$ cat config.mk
export PLATFORM = sky130hd
export DESIGN_NAME = ctf_isqrt
export DESIGN_NICKNAME = d
export VERILOG_FILES = /design/src/hdl/ctf_isqrt.sv
export SDC_FILE = /design/constraint.sdc
export NUM_CORES = 2
export LEC_CHECK = 0
export ABC_CLOCK_PERIOD_IN_PS = 6720
export BUFFER_PORTS_ARGS = -buffer_cell sky130_fd_sc_hd__buf_2
export CORE_ASPECT_RATIO = 1.1
export CORE_UTILIZATION = 45
export DETAILED_ROUTE_END_ITERATION = 8
export HOLD_SLACK_MARGIN = 0.05
export PLACE_DENSITY = 0.69
export SLEW_MARGIN = 20
export SYNTH_ARGS = -nofsm -noshare
export SYNTH_HDL_FRONTEND = slang
export SYNTH_SLANG_ARGS = --single-unit
$ cat constraint.sdc
create_clock -name clk -period 6.72 [get_ports clk]
set_clock_uncertainty 0.2 [all_clocks]
set_input_delay 1.344 -clock clk [delete_from_list [all_inputs] [get_ports clk]]
set_output_delay 1.344 -clock clk [all_outputs]
set_load 0.02 [all_outputs]
$ cat src/hdl/ctf_isqrt.sv
// Pipelined digit-by-digit integer square root, one root bit per stage.
module ctf_isqrt #(
	parameter int ROOT_W = 28,
	parameter int TAG_W  = 1
) (
	input  logic                  clk,
	input  logic                  arst_n,
	input  logic                  en,
	input  logic                  vld_in,
	input  logic [2*ROOT_W-1:0]   radicand,
	input  logic [TAG_W-1:0]      tag_in,
	output logic                  vld_out,
	output logic [ROOT_W-1:0]     root,
	output logic [TAG_W-1:0]      tag_out
);

	logic                vld_s  [0:ROOT_W];
	logic [ROOT_W:0]     rem_s  [0:ROOT_W];
	logic [ROOT_W-1:0]   root_s [0:ROOT_W];
	logic [2*ROOT_W-1:0] rad_s  [0:ROOT_W];
	logic [TAG_W-1:0]    tag_s  [0:ROOT_W];

	assign vld_s[0]  = vld_in;
	assign rem_s[0]  = '0;
	assign root_s[0] = '0;
	assign rad_s[0]  = radicand;
	assign tag_s[0]  = tag_in;

	for (genvar k = 0; k < ROOT_W; k++) begin : g_stage
		logic [ROOT_W+2:0] cur, trial, diff;
		logic              ge;

		// Bring down the next two radicand bits and try the next root bit.
		assign cur   = {rem_s[k], rad_s[k][2*ROOT_W-1 -: 2]};
		assign trial = {1'b0, root_s[k], 2'b01};
		assign diff  = cur - trial;
		assign ge    = cur >= trial;

		always_ff @(posedge clk or negedge arst_n) begin
			if (!arst_n) begin
				vld_s[k+1] <= 1'b0;
			end else if (en) begin
				vld_s[k+1] <= vld_s[k];
			end
		end

		always_ff @(posedge clk) begin
			if (en) begin
				rem_s[k+1]  <= ge ? diff[ROOT_W:0] : cur[ROOT_W:0];
				root_s[k+1] <= {root_s[k][ROOT_W-2:0], ge};
				rad_s[k+1]  <= {rad_s[k][2*ROOT_W-3:0], 2'b00};
				tag_s[k+1]  <= tag_s[k];
			end
		end
	end

	assign vld_out = vld_s[ROOT_W];
	assign root    = root_s[ROOT_W];
	assign tag_out = tag_s[ROOT_W];

endmodule

* Yosys cells after proc, flatten, opt, wreduce, memory -nomap -nowiden
Index checks and enable logic that the tools add are counted. W data, S select, Z words.
Cells by class: order comparisons 28, add/sub/neg operators 27, multiplexer cells 27
Operator list (count):
- $mux W29 | 26
- $ge A31 B10 Y1 | 1
- $ge A31 B11 Y1 | 1
- $ge A31 B12 Y1 | 1
- $ge A31 B13 Y1 | 1
- $ge A31 B14 Y1 | 1
- $ge A31 B15 Y1 | 1
- $ge A31 B16 Y1 | 1
- $ge A31 B17 Y1 | 1
- $ge A31 B18 Y1 | 1
- $ge A31 B19 Y1 | 1
- $ge A31 B20 Y1 | 1
- $ge A31 B21 Y1 | 1
- $ge A31 B22 Y1 | 1
- $ge A31 B23 Y1 | 1
- $ge A31 B24 Y1 | 1
- $ge A31 B25 Y1 | 1
- $ge A31 B26 Y1 | 1
- $ge A31 B27 Y1 | 1
- $ge A31 B28 Y1 | 1
- $ge A31 B29 Y1 | 1
- $ge A31 B3 Y1 | 1
- $ge A31 B4 Y1 | 1
- $ge A31 B5 Y1 | 1
- 33 further kinds | 33
Storage, ports and cells: logic and storage cells 221, output and inout bits 30, bits in registers 1975

* Longest topological paths before layout
depth after elaboration 2, mapped depth 14

* Least setup slack after synthesis
OpenSTA, ideal clock, no wires.
path type flip-flop to flip-flop, start point register rem_s (netlist bit g_stage[24].cur[6]), end point register rem_s (netlist bit g_stage[25].cur[23]) (data pin), data required time 6250 ps, arrival 2988 ps, setup slack 3262 ps, stages on the path, launching flop included 14, setup time 270 ps, cells stage by stage edfxtp_1 -> ha_1 -> clkbuf_1 -> a21oi_1 -> a21oi_1 -> a2111oi_0 -> o211ai_1 -> a211oi_1 -> o211a_1 -> buf_2 -> clkinv_1 -> clkbuf_1 -> nor2_1 -> a21oi_1
Between the ends: cells in the longest elaborated chain, start to end 2
RTL lines:
- from (decl) | RTL line 18 | logic [ROOT_W:0] rem_s [0:ROOT_W];
- from (signal, indexed assignment) | RTL line 49 | rem_s[k+1] <= ge ? diff[ROOT_W:0] : cur[ROOT_W:0];
- $sub A29 B26 Y29 or $ge A31 B26 Y1 (tied branches) | RTL line 36, 37
- $mux W29 * | RTL line 49
Every way passes the cells marked *; elsewhere a longest branch is shown, timed or not. A chain may end at the register's enable or synchronous reset.

* Final worst setup path
Ends and elaborated chain as after synthesis.

==> summary.md <==
| Metric | Value |
|---|---|
| I/O Buffers | 90 |
| R2R cell count | 11 |
| FF+latch area | roughly 0.059 mm2 |
| Hpwl dp | 128,000 um |
| Clk pin slew, worst setup/hold paths | 0.06 ns |
| 1st-pass router iterations | 8 |
| Crit path max-delay family | compound AO/OA/AOI/OAI gates |
| Clock sinks | 1,961 |
| Cell taking the most area after synthesis | edfxtp_1 |
| Worst R2R Setup Slack | 1.78 ns |
| Footprint of the multi-input gates | 0.0291 mm2 |
| Final hold viol count | 0 |
| Total GRT Usage | 17.6% |
| Worst flop-to-flop path endpoint | g_stage[25].cur[23] |
| Gr ovfl total | 0 |
| Worst path cell trace | ha_1 -> a21oi_1 -> a21oi_1 -> a2111oi_0 -> o211ai_1 -> a211oi_1 -> o211a_1 -> clkinv_1 -> buf_4 -> nor2_1 -> a21oi_1 |
| Synth cell types | between 80 and 90 |
| Initial Utilization | 45.3% |
| FMAX | 202 MHz |
| Post-synth EDFFs | 1,933 |
| Yosys reg bits | 1,961 |
| Syn Inst Count | 6,951 |
| Crit path buf inv count | 2 |
| Area contributors post-synth | edfxtp_1, ha_1, xor2_1, xnor2_1, inv_1 |
| Layout area overhead | 11.9% |
| Crit path max fanout | 26 |
| Crit share post-route | 73.5% |
| CP Launch Type | register |
| Vias per cell | 5.39 |
| Hold slack | 0.190 ns |
| DR iter-0 viols | 4,016 |
| Synthesis Warnings | 0 |
| Pwr/cell area | 341 mW/mm2 |
| Global-route wire length before repair | about 280,000 um |
| Mean Syn Cell Area | 13.0 um2 |
| Syn Nets | 7,448 |
| Max-slew violations | 0 |
| Post-Layout Cell Count | 9,924 |
| Final Setup Violations | 0 |
| Worst path most repeated cell | a21oi_1 |
| Vias | 53,500 |
| Primary FF master, synth | edfxtp_1 |
| Worst path slowest cell | a2111oi_0 |
| Htree depth | 4 |
| Maximum clock path buffer count | 3 |
| Post-Syn Area | 0.0904 mm2 |
| Post-DR wirelength/cell | ~18 um |
| Worst R2R Start | g_stage[24].cur[6] |
| Req. time, crit path | 7.10 ns |
| Final min period | 4.94 ns |
| Die W | 429 um |
| WHS Endpoint | rad_s[946] |
| LEAKAGE | about 38 nW |
| Share of layout cells above drive strength 1 | around 8% |
| Vias in the first global route | between 50,000 and 60,000 |
| CTS Buf Count | 203 |
| Skew-Pair Late Insertion Delay | ~0.86 ns |
| CTS root buf | clkbuf_16 |
| Max IR drop VDD | approximately 0.28 mV |
| Core Box Area | 0.200 mm2 |
| Max incr delay on CP | 0.76 ns |
| Status | complete, no violations |
| # Post-CTS Setup Buffers | 0 |
| Resize count post-CTS | 0 |
| I/O pin total | 91 |
| Sequential element share of the synthesized area | 65.0% |
| Inst Count DP | 9,542 |
| DRC | 0 |
| Ys async rst share | between 1 and 1.5% |
| RSZ-0062 raised after global routing | no |
| Max-Cap Viols | 0 |
| Hold Path Cell Cnt | 0 |
| Total Wirelength | 181,000 um |
| Most frequent cell after synthesis | edfxtp_1 |
| Pre-CTS setup slack | 1.87 ns |
| Die height | 472 um |
| Yosys top cell area share | 64.2% |
| Fillers | 16,900 |
| Top cells by count, synth | edfxtp_1, inv_1, nand2_1, ha_1, a21oi_1 |
| Worst Tran Pin Value | ~0.97 ns |
| Rel. slew slack | 34.4% |
| Critical Path Sink Type | register |
| Layout Nets | 7,634 |
| Die area | slightly above 0.2 mm2 |
| Hold_sp | rad_s[1000] |
| Worst setup slack after layout | 1.78 ns |
| Total power | between 0.03 and 0.04 W |
| RD Place Congestion | 0.898 |
| CTS Hold Bufs | 0 |
| Placement Rows | 172 |
| CTS tree | built |
| Hold Crit Class | reg2reg |
| TNS Setup | 0 ns |
| Largest net degree at the start of global routing | 153 |
| Initial antenna violation count | 2 |
| Data arrival, critical path | 5.32 ns |
| DRT antenna net count | 0 |
| Critical path class | reg2reg |
-- placed cells by master (no fill, tap or decap), types with 20 or more instances in the layout --
cell	n
nand3_1	95
a21oi_1	398
nand2b_1	80
a31oi_1	39
a21boi_0	26
o21ai_0	395
nor3_1	172
mux2_2	64
ha_1	436
nand4_1	74
clkbuf_16	204
buf_4	28
clkbuf_1	27
nor2_1	394
and3_1	30
edfxtp_1	1933
buf_2	89
xor2_1	316
nand2_1	523
clkinv_1	32
a21o_1	154
clkinvlp_4	22
o211ai_1	20
bufinv_16	31
o21bai_1	43
o31ai_1	37
xnor2_1	304
and2_1	23
o21a_1	81
or2_2	25
dfrtp_1	28
or4_1	43
clkinv_2	41
inv_1	544
nor2b_1	71
or3_1	68
a211oi_1	31
nor4_1	104
-- power by group --
part	internal, W	switching (W)	total, W
registers	0.0154	0.00106	0.0165
clock network	0.00684	0.00482	0.0117
logic	0.00266	0.00372	0.00638
-- worst max path at each step --
stage                          from             endpoint  slack [ns]  cells after the start
5_1_grt        g_stage[24].trial[6]  g_stage[25].cur[14]        1.42                     12
6_report         g_stage[24].cur[6]  g_stage[25].cur[23]        1.78                     11
3_3_place_gp     g_stage[24].cur[6]  g_stage[25].cur[25]        1.90                     11
4_1_cts          g_stage[24].cur[6]  g_stage[25].cur[15]        1.84                     11
2_1_floorplan    g_stage[24].cur[6]  g_stage[25].cur[23]        3.26                     13
3_5_place_dp     g_stage[24].cur[6]  g_stage[25].cur[15]        1.87                     11
-- metrics by stage --
stage	util (%)	area [um2]
final	50.6	101000
after global routing	50.6	101000
after CTS	50.6	101000
after floorplan	-	90400
after global placement	47.1	94100
after detailed placement	47.1	94100
-- logic make-up (layout without fill, tap and decap cells) --
kind of cell    after synthesis  after routing  synth area share [%]
xor+xnor                    620            620                  6.01
flops                      1961           1961                  65.0
fa+ha+maj                   436            436                  6.04
compound gates             1379           1379                  9.42
other cells                   1              2               0.00415
buf+inv                     697           1059                  2.91
mux                          75             75                 0.919
simple gates               1782           1782                  9.70
-- sequential cells by signal (all words and copies together) (netlist names) --
register       cells
g_stage.trial    378
g_stage.cur      797
vld_out            1
rad_s            702
tag_out            1
tag_s             27
root              28
vld_s             27
-- routing by layer --
| layer | part of all wire, % | routed length, um | vias to the layer above | global-route usage [%] |
|---|---|---|---|---|
| li1 | - | - | 26100 | - |
| met1 | 41 | 74200 | 25900 | 21.0 |
| met2 | 51 | 91700 | 1154 | 31.4 |
| met3 | 3.7 | 6660 | 412 | 2.48 |
| met4 | 4.4 | 7900 | 0 | 8.21 |
| met5 | 0 | 0 | - | 0 |
-- cell type report --
type | instances | area share (%)
clock buffer | 234 | 5.19
inverter | 546 | 2.03
antenna | 1 | 0.00247
sequential | 1961 | 58.1
timing repair buffer | 132 | 0.945
clock inverter | 147 | 1.76
tap | 2610 | 3.23
multi-input combinational | 4293 | 28.7
Power figures use the tool's default switching activity.
